`src/design/wbps_pkg.sv`:
```
// Package for the wildcard byte pattern scanner.
// Holds register codes, configuration and result structs and default sizes.
// No dependencies; every other file of the block uses it by scoped names.
package wbps_pkg;

	// Default sizes for the top-level parameters.
	localparam int MAX_PATTERN_DEF = 16;
	localparam int COUNT_WIDTH_DEF = 32;

	// Pattern bytes that have a register behind them.
	localparam int NUM_CARE = 16;

	// Width of the pattern length register.
	localparam int LEN_CFG_W = 5;

	// Configuration bus: 64-bit registers at byte address 8*i.
	localparam int PDATA_W = 64;
	localparam int PADDR_W = 6;
	localparam int REG_SEL_LSB = 3;
	localparam int REG_SEL_W = 3;

	// Reset value of the pattern length register.
	localparam logic [LEN_CFG_W-1:0] LEN_RESET = LEN_CFG_W'(1);

	// Register indexes on the configuration bus.
	typedef enum logic [REG_SEL_W-1:0] {
		REG_PAT_LO = 3'd0,
		REG_PAT_HI = 3'd1,
		REG_CARE   = 3'd2,
		REG_LEN    = 3'd3,
		REG_OFFSET = 3'd4,
		REG_BASE   = 3'd5
	} reg_idx_t;

	// Configuration as seen by the datapath.
	typedef struct packed {
		logic [63:0]          pat_lo;
		logic [63:0]          pat_hi;
		logic [NUM_CARE-1:0]  care_mask;
		logic [LEN_CFG_W-1:0] pattern_length;
		logic [63:0]          addr_bias;      // base address plus signed offset
	} cfg_t;

	// One result beat.
	typedef struct packed {
		logic        found;
		logic [63:0] match_address;
		logic        scan_done;
	} result_t;

endpackage

```
`src/design/wbps_cfg_regs.sv`:
```
// Configuration register file of the wildcard byte pattern scanner.
// APB-style write and read port; presents the registers as wbps_pkg::cfg_t.
// Depends on wbps_pkg.
module wbps_cfg_regs (
	input  logic                         clk,
	input  logic                         arst_n,
	input  logic                         psel,
	input  logic                         penable,
	input  logic                         pwrite,
	input  logic [wbps_pkg::PADDR_W-1:0] paddr,
	input  logic [wbps_pkg::PDATA_W-1:0] pwdata,
	output logic [wbps_pkg::PDATA_W-1:0] prdata,
	output wbps_pkg::cfg_t               cfg
);

	logic [63:0]                    pat_lo_q;
	logic [63:0]                    pat_hi_q;
	logic [wbps_pkg::NUM_CARE-1:0]  care_q;
	logic [wbps_pkg::LEN_CFG_W-1:0] len_q;
	logic signed [31:0]             offset_q;
	logic [63:0]                    base_q;
	logic [63:0]                    bias_q;
	logic                           wr_en;
	wbps_pkg::reg_idx_t             sel;

	assign wr_en = psel && penable && pwrite;
	assign sel   = wbps_pkg::reg_idx_t'(
		paddr[wbps_pkg::REG_SEL_LSB +: wbps_pkg::REG_SEL_W]);

	// Register writes; indexes past the list are ignored.
	always_ff @(posedge clk or negedge arst_n) begin
		if (!arst_n) begin
			pat_lo_q <= '0;
			pat_hi_q <= '0;
			care_q   <= '0;
			len_q    <= wbps_pkg::LEN_RESET;
			offset_q <= '0;
			base_q   <= '0;
		end else if (wr_en) begin
			case (sel)
				wbps_pkg::REG_PAT_LO: pat_lo_q <= pwdata[63:0];
				wbps_pkg::REG_PAT_HI: pat_hi_q <= pwdata[63:0];
				wbps_pkg::REG_CARE:   care_q   <= pwdata[wbps_pkg::NUM_CARE-1:0];
				wbps_pkg::REG_LEN:    len_q    <= pwdata[wbps_pkg::LEN_CFG_W-1:0];
				wbps_pkg::REG_OFFSET: offset_q <= signed'(pwdata[31:0]);
				wbps_pkg::REG_BASE:   base_q   <= pwdata[63:0];
				default: ;
			endcase
		end
	end

	// The base and the sign-extended offset are summed ahead of time, so the
	// match path only adds the start index.
	always_ff @(posedge clk or negedge arst_n) begin
		if (!arst_n) begin
			bias_q <= '0;
		end else begin
			bias_q <= base_q + {{32{offset_q[31]}}, offset_q};
		end
	end

	// Read data.
	always_comb begin
		case (sel)
			wbps_pkg::REG_PAT_LO: prdata = pat_lo_q;
			wbps_pkg::REG_PAT_HI: prdata = pat_hi_q;
			wbps_pkg::REG_CARE:   prdata = {{(64-wbps_pkg::NUM_CARE){1'b0}}, care_q};
			wbps_pkg::REG_LEN:    prdata = {{(64-wbps_pkg::LEN_CFG_W){1'b0}}, len_q};
			wbps_pkg::REG_OFFSET: prdata = {32'd0, offset_q};
			wbps_pkg::REG_BASE:   prdata = base_q;
			default:              prdata = '0;
		endcase
	end

	assign cfg.pat_lo         = pat_lo_q;
	assign cfg.pat_hi         = pat_hi_q;
	assign cfg.care_mask      = care_q;
	assign cfg.pattern_length = len_q;
	assign cfg.addr_bias      = bias_q;

endmodule

```
`src/design/wbps_match.sv`:
```
// Window, byte counter and match logic of the wildcard byte pattern scanner.
// Compares all window positions in parallel and keeps the first match address.
// Depends on wbps_pkg.
module wbps_match #(
	parameter int MAX_PATTERN = wbps_pkg::MAX_PATTERN_DEF,
	parameter int COUNT_WIDTH = wbps_pkg::COUNT_WIDTH_DEF
) (
	input  logic              clk,
	input  logic              arst_n,
	input  wbps_pkg::cfg_t    cfg,
	input  logic              item_valid,
	input  logic              advance,
	input  logic [7:0]        data_byte_s1,
	input  logic              last_byte_s1,
	output logic              emit,
	output wbps_pkg::result_t result
);

	localparam int LEN_W = $clog2(MAX_PATTERN + 1);

	logic [7:0]             window_q [MAX_PATTERN-1];
	logic [7:0]             hist [MAX_PATTERN];
	logic [LEN_W-1:0]       len_q;
	logic [MAX_PATTERN-1:0] want_care_q;
	logic [7:0]             want_byte_q [MAX_PATTERN];
	logic [COUNT_WIDTH-1:0] count_q;
	logic                   found_q;
	logic [63:0]            found_addr_q;
	logic [COUNT_WIDTH-1:0] count_nxt;
	logic [COUNT_WIDTH-1:0] start_idx;
	logic [MAX_PATTERN-1:0] pos_ok;
	logic                   match;
	logic                   first_hit;
	logic [63:0]            hit_addr;
	logic [LEN_W-1:0]       len_c;
	logic [MAX_PATTERN-1:0] care_c;
	logic [7:0]             byte_c [MAX_PATTERN];
	logic [127:0]           pat_all;

	// Clamp the length and align the pattern to window ages; window age a
	// faces pattern byte len-1-a. Registered, so the compare has fixed taps.
	always_comb begin
		int pos;
		pat_all = {cfg.pat_hi, cfg.pat_lo};
		if (cfg.pattern_length == '0) begin
			len_c = LEN_W'(1);
		end else if (int'(cfg.pattern_length) > MAX_PATTERN) begin
			len_c = LEN_W'(MAX_PATTERN);
		end else begin
			len_c = LEN_W'(cfg.pattern_length);
		end
		for (int a = 0; a < MAX_PATTERN; a++) begin
			pos = int'(len_c) - 1 - a;
			care_c[a] = 1'b0;
			byte_c[a] = '0;
			if (pos >= 0 && pos < wbps_pkg::NUM_CARE) begin
				care_c[a] = cfg.care_mask[pos[3:0]];
				byte_c[a] = pat_all[{pos[3:0], 3'b000} +: 8];
			end
		end
	end

	always_ff @(posedge clk or negedge arst_n) begin
		if (!arst_n) begin
			len_q       <= LEN_W'(1);
			want_care_q <= '0;
		end else begin
			len_q       <= len_c;
			want_care_q <= care_c;
		end
	end

	always_ff @(posedge clk) begin
		for (int a = 0; a < MAX_PATTERN; a++) begin
			want_byte_q[a] <= byte_c[a];
		end
	end

	// Byte history: age 0 is the byte now in the input register.
	always_comb begin
		hist[0] = data_byte_s1;
		for (int a = 1; a < MAX_PATTERN; a++) begin
			hist[a] = window_q[a-1];
		end
	end

	// Parallel compare; a match must lie fully inside this scan.
	always_comb begin
		count_nxt = (count_q == '1) ? count_q : count_q + COUNT_WIDTH'(1);
		for (int a = 0; a < MAX_PATTERN; a++) begin
			pos_ok[a] = !want_care_q[a] || (hist[a] == want_byte_q[a]);
		end
		match     = (count_nxt >= COUNT_WIDTH'(len_q)) && (&pos_ok);
		first_hit = match && !found_q;
		start_idx = count_nxt - COUNT_WIDTH'(len_q);
		hit_addr  = cfg.addr_bias + 64'(start_idx);
	end

	// Result for the item in the input register.
	always_comb begin
		emit                 = item_valid && (first_hit || last_byte_s1);
		result.found         = found_q || first_hit;
		result.scan_done     = last_byte_s1;
		if (first_hit) begin
			result.match_address = hit_addr;
		end else if (found_q) begin
			result.match_address = found_addr_q;
		end else begin
			result.match_address = '0;
		end
	end

	// Scan state; the last byte starts a new scan. Window bytes older than
	// the count are never compared, so the window needs no clearing.
	always_ff @(posedge clk or negedge arst_n) begin
		if (!arst_n) begin
			count_q <= '0;
			found_q <= 1'b0;
		end else if (advance) begin
			if (last_byte_s1) begin
				count_q <= '0;
				found_q <= 1'b0;
			end else begin
				count_q <= count_nxt;
				found_q <= found_q || match;
			end
		end
	end

	always_ff @(posedge clk) begin
		if (advance) begin
			window_q[0] <= data_byte_s1;
			for (int k = 1; k < MAX_PATTERN - 1; k++) begin
				window_q[k] <= window_q[k-1];
			end
			if (first_hit) begin
				found_addr_q <= hit_addr;
			end
		end
	end

	// The end of a scan clears the counter and the found flag.
	a_scan_clear: assert property (@(posedge clk) disable iff (!arst_n)
		advance && last_byte_s1 |=> count_q == '0 && !found_q)
		else $error("scan state not cleared after last byte");

	// A match needs at least one byte of the scan.
	a_found_count: assert property (@(posedge clk) disable iff (!arst_n)
		found_q |-> count_q != '0)
		else $error("found flag set with empty scan");

	// A result in mid-scan is only ever the first match.
	a_mid_emit: assert property (@(posedge clk) disable iff (!arst_n)
		emit && !last_byte_s1 |-> result.found && !found_q)
		else $error("mid-scan result that is not a first match");

endmodule

```
`src/design/wildcard_byte_pattern_scanner_core.sv`:
```
// Top level of the wildcard byte pattern scanner.
// Input register, match stage (wbps_match), result register, config regs.
// Depends on wbps_pkg, wbps_cfg_regs and wbps_match.
//
//   channel | direction | handshake           | beat contents
//   in      | input     | in_valid / in_stall   | data_byte, last_byte
//   out     | output    | out_valid / out_stall | found, match_address, scan_done
//   cfg     | input     | psel/penable/pready | paddr, pwdata, pwrite, prdata
//
// One byte per cycle while no held result stalls the input: a byte lands in the
// input register and is compared against the whole window while it sits there;
// any result is loaded into the result register as it leaves the match stage.
// Reset clears the scan state and the registers to their defaults.
// A stalled result holds the match stage only when that stage has a result to
// hand over; bytes that cause no result keep flowing.
module wildcard_byte_pattern_scanner_core #(
	parameter int MAX_PATTERN = wbps_pkg::MAX_PATTERN_DEF,
	parameter int COUNT_WIDTH = wbps_pkg::COUNT_WIDTH_DEF
) (
	input  logic                         clk,
	input  logic                         arst_n,
	input  logic                         in_valid,
	output logic                         in_stall,
	input  logic [7:0]                   data_byte,
	input  logic                         last_byte,
	output logic                         out_valid,
	input  logic                         out_stall,
	output logic                         found,
	output logic [63:0]                  match_address,
	output logic                         scan_done,
	input  logic                         psel,
	input  logic                         penable,
	input  logic                         pwrite,
	input  logic [wbps_pkg::PADDR_W-1:0] paddr,
	input  logic [wbps_pkg::PDATA_W-1:0] pwdata,
	output logic [wbps_pkg::PDATA_W-1:0] prdata,
	output logic                         pready
);

	wbps_pkg::cfg_t    cfg;
	wbps_pkg::result_t res;
	logic              valid_s1;
	logic [7:0]        data_byte_s1;
	logic              last_byte_s1;
	logic              emit;
	logic              out_free;
	logic              advance;
	logic              in_take;
	logic              out_valid_q;
	wbps_pkg::result_t out_q;

	assign pready = 1'b1;

	wbps_cfg_regs u_regs (
		.clk    (clk),
		.arst_n (arst_n),
		.psel   (psel),
		.penable(penable),
		.pwrite (pwrite),
		.paddr  (paddr),
		.pwdata (pwdata),
		.prdata (prdata),
		.cfg    (cfg)
	);

	wbps_match #(
		.MAX_PATTERN(MAX_PATTERN),
		.COUNT_WIDTH(COUNT_WIDTH)
	) u_match (
		.clk         (clk),
		.arst_n      (arst_n),
		.cfg         (cfg),
		.item_valid  (valid_s1),
		.advance     (advance),
		.data_byte_s1(data_byte_s1),
		.last_byte_s1(last_byte_s1),
		.emit        (emit),
		.result      (res)
	);

	// Flow control between the stages.
	assign out_free = !out_valid_q || !out_stall;
	assign advance  = valid_s1 && (!emit || out_free);
	assign in_stall = valid_s1 && !advance;
	assign in_take  = in_valid && !in_stall;

	// Input register.
	always_ff @(posedge clk or negedge arst_n) begin
		if (!arst_n) begin
			valid_s1 <= 1'b0;
		end else if (in_take) begin
			valid_s1 <= 1'b1;
		end else if (advance) begin
			valid_s1 <= 1'b0;
		end
	end

	always_ff @(posedge clk) begin
		if (in_take) begin
			data_byte_s1 <= data_byte;
			last_byte_s1 <= last_byte;
		end
	end

	// Result register.
	always_ff @(posedge clk or negedge arst_n) begin
		if (!arst_n) begin
			out_valid_q <= 1'b0;
		end else if (out_free) begin
			out_valid_q <= advance && emit;
		end
	end

	always_ff @(posedge clk) begin
		if (out_free && advance && emit) begin
			out_q <= res;
		end
	end

	assign out_valid     = out_valid_q;
	assign found         = out_q.found;
	assign match_address = out_q.match_address;
	assign scan_done     = out_q.scan_done;

	// Only a held byte can stall the input.
	a_stall_src: assert property (@(posedge clk) disable iff (!arst_n)
		in_stall |-> valid_s1 && emit && out_valid_q && out_stall)
		else $error("input stalled without a blocked result");

	// A result leaving the match stage shows up in the result register.
	a_res_load: assert property (@(posedge clk) disable iff (!arst_n)
		advance && emit |=> out_valid_q)
		else $error("result lost between stages");

	// A byte with no result never waits.
	a_no_wait: assert property (@(posedge clk) disable iff (!arst_n)
		valid_s1 && !emit |-> advance)
		else $error("byte without result held in the input register");

endmodule
```
`config.mk`:
```
export PLATFORM = sky130hd
export DESIGN_NAME = wildcard_byte_pattern_scanner_core
export DESIGN_NICKNAME = d
export VERILOG_FILES = /design/src/design/wbps_pkg.sv /design/src/design/wbps_cfg_regs.sv /design/src/design/wbps_match.sv /design/src/design/wildcard_byte_pattern_scanner_core.sv
export SDC_FILE = /design/constraint.sdc
export NUM_CORES = 2
export LEC_CHECK = 0
export BUFFER_PORTS_ARGS = -buffer_cell sky130_fd_sc_hd__buf_2
export CAP_MARGIN = 10
export CORE_MARGIN = 2
export CORE_UTILIZATION = 40
export DETAILED_ROUTE_END_ITERATION = 10
export GPL_ROUTABILITY_DRIVEN = 0
export GPL_TIMING_DRIVEN = 0
export PLACE_DENSITY = 0.61
export SLEW_MARGIN = 5
export SYNTH_ARGS = -nofsm -noshare
export SYNTH_HDL_FRONTEND = slang
export SYNTH_SLANG_ARGS = --single-unit
```
`constraint.sdc`:
```
create_clock -name clk -period 12.76 [get_ports clk]
set_input_delay 2.552 -clock clk [delete_from_list [all_inputs] [get_ports clk]]
set_output_delay 2.552 -clock clk [all_outputs]
set_load 0.02 [all_outputs]
```
==> metrics.log <==
[metrics] first-pass iteration count of the detailed router: 8
[metrics] htree depth: 3
[metrics] Synth Flop Type: sky130_fd_sc_hd__dfrtp_1
[metrics] async set-or-reset flop fraction in the synthesized netlist: 48.5%
[metrics] number of endpoints with negative hold slack in the final report: 0
[metrics] CTS tree: built
[metrics] antenna violations before repair: 26
[metrics] final std cells w/o fill: 6,523
[metrics] final setup fails: 0
[metrics] # IOs: 219
[metrics] PwrDens: 226 nW/um^2
[metrics] antenna-violating nets left: 0
[metrics] largest fanout on the critical path: 10
[metrics] Crit path required time: 13.17 ns
[metrics] Cells after Synth: 4,515
[metrics] final design utilization: 46.2%
[metrics] leading post-synthesis cells by cell area: sky130_fd_sc_hd__dfrtp_1 (20%), sky130_fd_sc_hd__edfxtp_1 (17%), sky130_fd_sc_hd__mux2i_1 (7.6%)
[metrics] post-cts repair resize count: 0
[metrics] result of the run: finished clean
[metrics] area of the mapped netlist: 45,300 sq um
[metrics] post-synthesis cell type with the largest combined area: sky130_fd_sc_hd__dfrtp_1
[metrics] multi-input combinational cell area: 25,100 sq um
[metrics] met3 Track Usage GR: 7.44%
[metrics] EDFF count, synth: 259
[metrics] number of global-route vias before repair: 35,141
[metrics] Vias/cell: 5.78
[metrics] critical setup path kind: flop to flop
[metrics] maximum buffer depth of the clock tree: 3
[metrics] category of the worst setup path capture point: flop
[metrics] final critical-path required period: 9.02 ns
[metrics] routed vias: 37,725
[metrics] count of cell types in the netlist: 102
[metrics] first-pass GRT wire length: 229 mm
[metrics] number of nets in the final layout: 5,265
[metrics] DRC marker count from the first detailed-route iteration: 4,732
[metrics] largest net degree at the start of global routing: 110
[metrics] final wirelength: 157 mm
[metrics] effective utilization at floorplan: 40.3%
[metrics] Fmax: 0.111 GHz
[metrics] number of storage elements in the synthesis netlist: 752
[metrics] placement row count: 123
[metrics] final setup TNS: 0 ns
[metrics] RSZ-0062 raised after global routing: false
[metrics] clock insertion delay at the later pin of the skew report: 0.68 ns
[metrics] crit path max-delay cell type: sky130_fd_sc_hd__o21ai_0
[metrics] number of buffers inserted by hold repair at cts: 0
[metrics] clock transition at the registers of the reported paths: 0.07 ns
[metrics] most utilized layer in the global route result: met2
[metrics] number of filler instances in the final layout: 10,718
[metrics] syn avg cell area: 10.0 sq um
[metrics] area of the core: 112,000 sq um
[metrics] number of buffer cells added on primary ports: 213
[metrics] arrival time of data at the critical path endpoint: 9.42 ns
[metrics] post-synth top area share: 20.1%
[metrics] Placed Cells incl. Taps: 6,356
[metrics] Global Route Usage Sum: 26.4%
[metrics] worst setup margin: 3.74 ns
[metrics] Period Utilization, post-route: 70.7%
[metrics] Die W: 341 um
[metrics] count of pins over their slew limit: 0
[metrics] post-CTS setup buffers: 0
[metrics] detailed placement HPWL: 125 mm
[metrics] mean routed wirelength per cell: 24.1 um
[metrics] kind of path behind the tightest hold check: flop to flop
[metrics] die height: 341 um
[metrics] worst-case setup slack after placement: 3.64 ns
[metrics] Peak supply drop: 0.112 mV
[metrics] area grow syn2layout: 14.5%
[metrics] Overflow after GRT: 0
[metrics] sequential fraction of the synthesis area: 43.0%
[metrics] total clock sinks: 752
[metrics] most frequently used cell type in the post-synthesis netlist: sky130_fd_sc_hd__nand2_1
[metrics] Slew headroom: 8.46%
[metrics] leakage power: 0.0229 uW
[metrics] max-cap violation count: 0
[metrics] crit start category: flop
[metrics] clock root buffer master: sky130_fd_sc_hd__clkbuf_16
[metrics] GR Util met1: 37.4%
[metrics] Syn. warnings: 0
[metrics] clock buffers created by TritonCTS: 84
[metrics] Largest stage delay, worst path: 0.74 ns
[metrics] transition time at the pin with the least slew margin: 1.37 ns
[metrics] register area: 19,500 sq um
[metrics] global routing met2 resource utilization: 37.9%
[metrics] clk_skew: 0.0522 ns
[metrics] ratio of cells with drive above 1 in the final layout: 14.2%
[metrics] remaining routing DRC violations: 0
[metrics] Die Outline Area: 116,000 sq um
[metrics] cell types with the highest counts after synthesis: sky130_fd_sc_hd__nand2_1 (794), sky130_fd_sc_hd__dfrtp_1 (363), sky130_fd_sc_hd__mux2i_1 (344)
-- state kept, by name, summed over array words and instances, names as in the netlist, 64 cells and up --
name	cells
u_regs.pat_hi_q	64
u_match.want_byte_q	128
u_regs.base_q	64
match_address	64
u_regs.bias_q	64
u_regs.pat_lo_q	64
u_match.window_q	120
u_match.found_addr_q	64
-- worst max-delay path, delay by kind of cell (launching register included) --
kind / cells / cell delay (ns)
AOI/OAI and AO/OA: 11 / 2.55
xor gates and xnor gates: 3 / 0.96
and+or+nand+nor: 10 / 2.74
adders and majority gates: 3 / 0.83
buffers and inverters: 4 / 1.17
DFF: 1 / 0.47
-- layout by cell type, fill, tap and decap left out, types with 26 or more instances in the layout --
cell type and count:
sky130_fd_sc_hd__nand2_1 794, sky130_fd_sc_hd__dfrtp_1 363, sky130_fd_sc_hd__mux2i_1 344, sky130_fd_sc_hd__edfxtp_1 259
sky130_fd_sc_hd__mux2_2 252, sky130_fd_sc_hd__xnor2_1 249, sky130_fd_sc_hd__ha_1 231, sky130_fd_sc_hd__buf_2 224
sky130_fd_sc_hd__and3_1 219, sky130_fd_sc_hd__clkbuf_1 203, sky130_fd_sc_hd__a21oi_1 180, sky130_fd_sc_hd__nor2_1 168
sky130_fd_sc_hd__o21ai_0 154, sky130_fd_sc_hd__dfxtp_1 128, sky130_fd_sc_hd__conb_1 115, sky130_fd_sc_hd__a31oi_1 93
sky130_fd_sc_hd__clkbuf_16 86, sky130_fd_sc_hd__nand4_1 83, sky130_fd_sc_hd__inv_1 67, sky130_fd_sc_hd__nand3_1 65
sky130_fd_sc_hd__xor2_1 62, sky130_fd_sc_hd__a21o_1 60, sky130_fd_sc_hd__nor2b_1 56, sky130_fd_sc_hd__a211oi_1 32
sky130_fd_sc_hd__buf_1 29, sky130_fd_sc_hd__nor3_1 29, sky130_fd_sc_hd__and2_1 29, sky130_fd_sc_hd__o31ai_1 28
sky130_fd_sc_hd__a22o_1 26
-- final cells by class --
cell class / instances / area share [%]
multi-input combinational: 3567 / 48.3
sequential: 752 / 37.5
clock buffer: 120 / 4.57
tap: 1500 / 3.62
timing repair buffer: 230 / 2.68
buffer: 234 / 1.87
clock inverter: 38 / 0.842
inverter: 76 / 0.559
antenna: 6 / 0.0289
-- cells by family (layout without fill, tap and decap cells) --
| family | Yosys count | in the layout | synth area share (%) |
|---|---|---|---|
| and+or+nand+nor | 1580 | 1580 | 16.8 |
| DFF | 752 | 752 | 43.0 |
| AOI/OAI and AO/OA | 713 | 713 | 10.1 |
| muxes | 614 | 614 | 14.8 |
| xor gates and xnor gates | 311 | 311 | 6.01 |
| buffers and inverters | 310 | 698 | 2.77 |
| adders and majority gates | 234 | 234 | 6.51 |
| other | 1 | 121 | 0.00828 |
-- metal layers --
layer	wire length (um)	up-vias
li1	-	17043
met1	67100	18366
met2	65100	1884
met3	17700	412
met4	7070	20
met5	153	-
-- final timing paths --
check	startpoint	to	slack [ns]	depth (start not counted)
setup / recovery	u_match.count_q[0]$_DFFE_PN0N_	match_address[53]$_DFFE_PP_	3.74	31
hold / removal	u_match.window_q[0][20]$_DFFE_PN_	u_match.window_q[0][28]$_DFFE_PN_	0.47	0
setup reg to reg	u_match.count_q[0]$_DFFE_PN0N_	match_address[53]$_DFFE_PP_	3.74	31
hold reg to reg	u_match.window_q[0][20]$_DFFE_PN_	u_match.window_q[0][28]$_DFFE_PN_	0.47	0
max in group asynchronous	arst_n	u_regs.pat_hi_q[54]$_DFFE_PN0P_	9.33	3
min in group asynchronous	arst_n	u_match.want_care_q[4]$_DFF_PN0_	1.88	1
-- power breakdown --
part	internal [uW]	switching (uW)	total [uW]
logic	2040	3580	5610
registers	3180	480	3660
clock network	1430	1040	2460
total	6650	5090	11700
-- through the flow --
step | instance area (sq um) | hold WS (ns) | power [uW]
2_1_floorplan | 45700 | 0.449 | 7330
3_3_place_gp | 48700 | 0.453 | 9010
3_5_place_dp | 49000 | 0.456 | 9120
4_1_cts | 51800 | 0.465 | 11600
5_1_grt | 51900 | 0.474 | 12300
6_report | 51900 | 0.467 | 11700
Note: power is estimated with default switching activity, not from simulation.
